### config.mk
export PLATFORM = sky130hd
export DESIGN_NAME = pip_vertex_cell
export DESIGN_NICKNAME = d
export VERILOG_FILES = /design/src/sv/pip_pkg.sv /design/src/sv/pip_vertex_cell.sv
export SDC_FILE = /design/constraint.sdc
export NUM_CORES = 1
export LEC_CHECK = 0
export ABC_AREA = 1
export BUFFER_PORTS_ARGS = -buffer_cell sky130_fd_sc_hd__buf_2
export CELL_PAD_IN_SITES_DETAIL_PLACEMENT = 0
export CELL_PAD_IN_SITES_GLOBAL_PLACEMENT = 1
export CORE_MARGIN = 2
export CORE_UTILIZATION = 32
export CTS_CLUSTER_DIAMETER = 60
export CTS_CLUSTER_SIZE = 12
export DETAILED_ROUTE_END_ITERATION = 7
export GPL_TIMING_DRIVEN = 0
export HOLD_SLACK_MARGIN = 0.15
export PLACE_DENSITY = 0.74
export SYNTH_ARGS = -nofsm -noshare
export SYNTH_HDL_FRONTEND = slang
export SYNTH_SLANG_ARGS = --single-unit
export TNS_END_PERCENT = 1
### constraint.sdc
create_clock -name clk -period 0.8 [get_ports clk]
set_input_delay 0.08 -clock clk [delete_from_list [all_inputs] [get_ports clk]]
set_output_delay 0.08 -clock clk [all_outputs]
set_load 0.01 [all_outputs]
### src/sv/pip_pkg.sv
package pip_pkg;

	// coordinate format: signed, 8 fraction bits
	localparam int COORD_W      = 24;
	localparam int DIFF_W       = COORD_W + 1;
	localparam int PROD_W       = 2 * DIFF_W;

	// vertex storage depth and derived counter widths
	localparam int MAX_VERTICES = 64;
	localparam int CNT_W        = $clog2(MAX_VERTICES + 1);
	localparam int STEP_W       = $clog2(MAX_VERTICES);

	// item selector codes
	typedef enum logic [1:0] {
		FUNC_START  = 2'd0,
		FUNC_APPEND = 2'd1,
		FUNC_QUERY  = 2'd2,
		FUNC_NONE   = 2'd3
	} func_t;

	typedef struct packed {
		logic signed [COORD_W-1:0] y;
		logic signed [COORD_W-1:0] x;
	} vertex_t;

	// one edge from vertex j (previous) to vertex i (current)
	typedef struct packed {
		logic    valid;
		vertex_t vi;
		vertex_t vj;
	} edge_req_t;

endpackage

### src/sv/pip_vertex_cell.sv
module pip_vertex_cell
	import pip_pkg::*;
(
	input  logic    clk,
	input  logic    shift_en,
	input  vertex_t vtx_in,
	output vertex_t vtx_out
);

	vertex_t vtx_q;

	// take the neighbour's vertex on each shift, otherwise hold
	always_ff @(posedge clk) begin
		if (shift_en) begin
			vtx_q <= vtx_in;
		end
	end

	assign vtx_out = vtx_q;

endmodule

**After elaboration in Yosys (flattened, before gate mapping)**

Index checks and enable logic that the tools add are counted.
W data, S select, Z words.

- Word-level logic and storage cells: 2
- Output and inout port bits: 48
- Bits in registers: 48

**Logic depth before layout (Yosys ltp)**

- Depth after elaboration: 0
- Depth in mapped cells: 0

**Worst setup path after synthesis**

Ideal clock, no wire load.

- Path type: register -> output
- Start point: reg vtx_q (netlist bit vtx_out[0])
- End point: out vtx_out[0] (netlist bit)
- Stages on the path, launching flop included: 1
- Data arrival time: 0.394 ns
- Required time: 0.720 ns
- Setup slack: 0.326 ns
- Cell sequence: edfxtp_1

RTL lines:

| item | line | text |
|---|---|---|
| from (decl) | pip_vertex_cell.sv:10 | `vertex_t vtx_q;` |
| from (signal assigned) | pip_vertex_cell.sv:15 | `vtx_q <= vtx_in;` |
| to (decl) | pip_vertex_cell.sv:7 | `output vertex_t vtx_out` |

No word-level cell between the ends.

**Worst setup path after layout**

- Start point: reg vtx_q (netlist bit vtx_out[38])
- End point: out vtx_out[38] (netlist bit)

No word-level cell between the ends.

==> results_dict.tcl <==
set metrics [dict create \
    die_h_um 71.12 \
    clkSinkCount 48 \
    rows 24 \
    slew_viol_final 0 \
    post_cts_buffers 0 \
    syn_avg_cell_area_sq_um 30.03 \
    fin_crit_ns 0.9107 \
    die-area_sq_um 5057 \
    yosysTopAreaCellShare_pct 100.0 \
    clkPwrFrac_pct 39.0 \
    wirelength_um 3101 \
    final_cells 253 \
    crit_fanout 1 \
    netSwitchingFraction_pct 18.19 \
    drtAntennaViolNets 0 \
    n_fill_cell 336 \
    drive_above_1_share_pct 52.24 \
    cp.arrival_ns 0.83 \
    path_delay_family "flip-flops" \
    grt_pass1_vias 1074 \
    grt_pass1_wl_um 4871 \
    crit_slowest_cell "edfxtp_1" \
    crit_chain "buf_2" \
    yosysSeqAreaShare_pct 100.0 \
    placed_area_sq_um 1992 \
    relSlewSlack_pct 61.19 \
    cp-end-kind "output pin" \
    fin_crit_sh_pct 113.8 \
    worstSetupPathType "reg2out" \
    gp_congestion 0.5991 \
    fin_nets 250 \
    core_region_area_sq_um 4354 \
    antenna_found_initial 0 \
    yosys-top-cells-count "edfxtp_1" \
    leakage_nw 1.131 \
    cap_violations 0 \
    synth-edff-count 48 \
    grt-ovfl-total 0 \
    clockBufferDepth 2 \
    synth_seq_cells 48 \
    cp_num_cells 1 \
    cts_root_buf "clkbuf_8" \
    synthCells 48 \
    endpoint "vtx_out[38]" \
    largest_reg_flops 48 \
    wl_per_cell_um 12.26 \
    seq_area_sq_um 1441 \
    post-route-cell-area_sq_um 2634 \
    intPower_mw 4.905 \
    start_util_pct 33.10 \
    pwr-share-comb_pct 10.6 \
    rsz0062_at_grt "yes" \
    p_per_area_nw_per_um2 2277 \
    fin_tns_setup_ns -3.992 \
    violations "negative setup slack" \
    ys.flop_type "edfxtp_1" \
    cts_made_buffers 5 \
    worst_slack_ns -0.1107 \
    drcViolationCount 0 \
    hpwl_um 1935 \
    multi_input_cells 0 \
    yosysUniqueCellTypes 1 \
    routed-via-count 1005 \
    peakVddDrop_v 0.001462 \
    grt_max_degree 49 \
    first_pass_iters 3 \
    cts_tree "yes" \
    ios 98 \
    track_usage_pct 13.00 \
    ys_warn_count 0 \
    hp-class "in2reg" \
    start_kind "flop" \
    dp_cells 197 \
    viasPerCell 3.972 \
    worstSetupStartpoint "vtx_out[38]$_DFFE_PP_" \
    seqPwrFrac_pct 50.5 \
    area_growth_pct 82.73 \
    worst_pin_slew_ns 0.5822 \
    drtIter0Drc 21 \
    syn_nets 98 \
    async_reset_ff_share_pct 0 \
    finalHoldViolations 0 \
    fmax_mhz 1098 \
    syn_area_sq_um 1441 \
    status "finished, violations left" \
    critical-path-max-stage-delay_ns 0.39 \
    clk_pin_slew_ns 0.08 \
    htreeDepth 2 \
    setup_viol 48 \
    yosysMostFrequentCell "edfxtp_1" \
    n_antenna_cell 0 \
    multi_input_area_sq_um 0 \
    fp.dieW_um 71.12 \
    power_mw 5.996 \
    io_buffers 97 \
    p_sw_mw 1.091 \
    cp.required_ns 0.72 \
    synthTopCellsByArea "edfxtp_1" \
    yosys.area.top_type "edfxtp_1" \
    crit_buf_inv 1 \
    fin_util_pct 60.49 \
]
-- how the worst min path moves through the flow --
stage	depth (start not counted)	startpoint	slack (ns)	to
2_1_floorplan	0	vtx_in[0]	0.18	vtx_out[0]$_DFFE_PP_
3_3_place_gp	1	vtx_in[22]	0.26	vtx_out[22]$_DFFE_PP_
3_5_place_dp	1	vtx_in[29]	0.26	vtx_out[29]$_DFFE_PP_
4_1_cts	1	shift_en	0.31	vtx_out[38]$_DFFE_PP_
5_1_grt	1	shift_en	0.32	vtx_out[9]$_DFFE_PP_
6_report	1	shift_en	0.31	vtx_out[9]$_DFFE_PP_
-- stage by stage --
step                setup slack (ns)  hold slack (ns)
finish                       -0.1107           0.3096
global route                 -0.1570           0.3236
CTS                          -0.1336           0.3129
detailed placement           -0.4890           0.2581
global placement             -0.4360           0.2560
floorplan                     0.3262           0.1789
-- layout by cell type, fill, tap and decap left out --
cell type / count
edfxtp_1: 48
bufinv_16: 3
clkbuf_8: 5
buf_4: 1
buf_2: 96
dlygate4sd3_1: 48
-- power by group through the flow --
stage | Combinational (mW) | Clock [mW] | Sequential (mW)
3_5_place_dp | 0.459 | 0 | 3.08
4_1_cts | 0.641 | 2.41 | 3.03
5_1_grt | 0.689 | 2.48 | 3.05
2_1_floorplan | 0 | 0 | 3.21
6_report | 0.634 | 2.34 | 3.03
3_3_place_gp | 0.445 | 0 | 3.08
-- per-layer routing --
layer,vias up,global-route usage (%),part of all wire [%]
li1,495,-,-
met1,444,13.77,35
met2,60,22.85,52
met3,6,5.983,11
met4,0,4.403,1.6
met5,-,0,0
-- what timing repair did --
action | in CTS | in global routing
resized for setup | 1 | 0
hold endpoints to repair | 48 | 0
pin swaps | 0 | 0
hold buffers | 48 | 0
endpoints found under the setup margin | 96 | 48
-- kinds of logic (layout without fill, tap and decap cells) --
logic type	count (synthesis)	count (layout)	share of synthesized area [%]
buffers and inverters	0	153	0
DFF	48	48	100.0
-- final cells by class --
cell class | count | share of cell area (%)
Tap cell | 52 | 2.470
Clock inverter | 3 | 3.420
Timing Repair Buffer | 145 | 36.77
Sequential cell | 48 | 54.73
Clock buffer | 5 | 2.613
No activity file was read; power rests on OpenSTA's default activity.
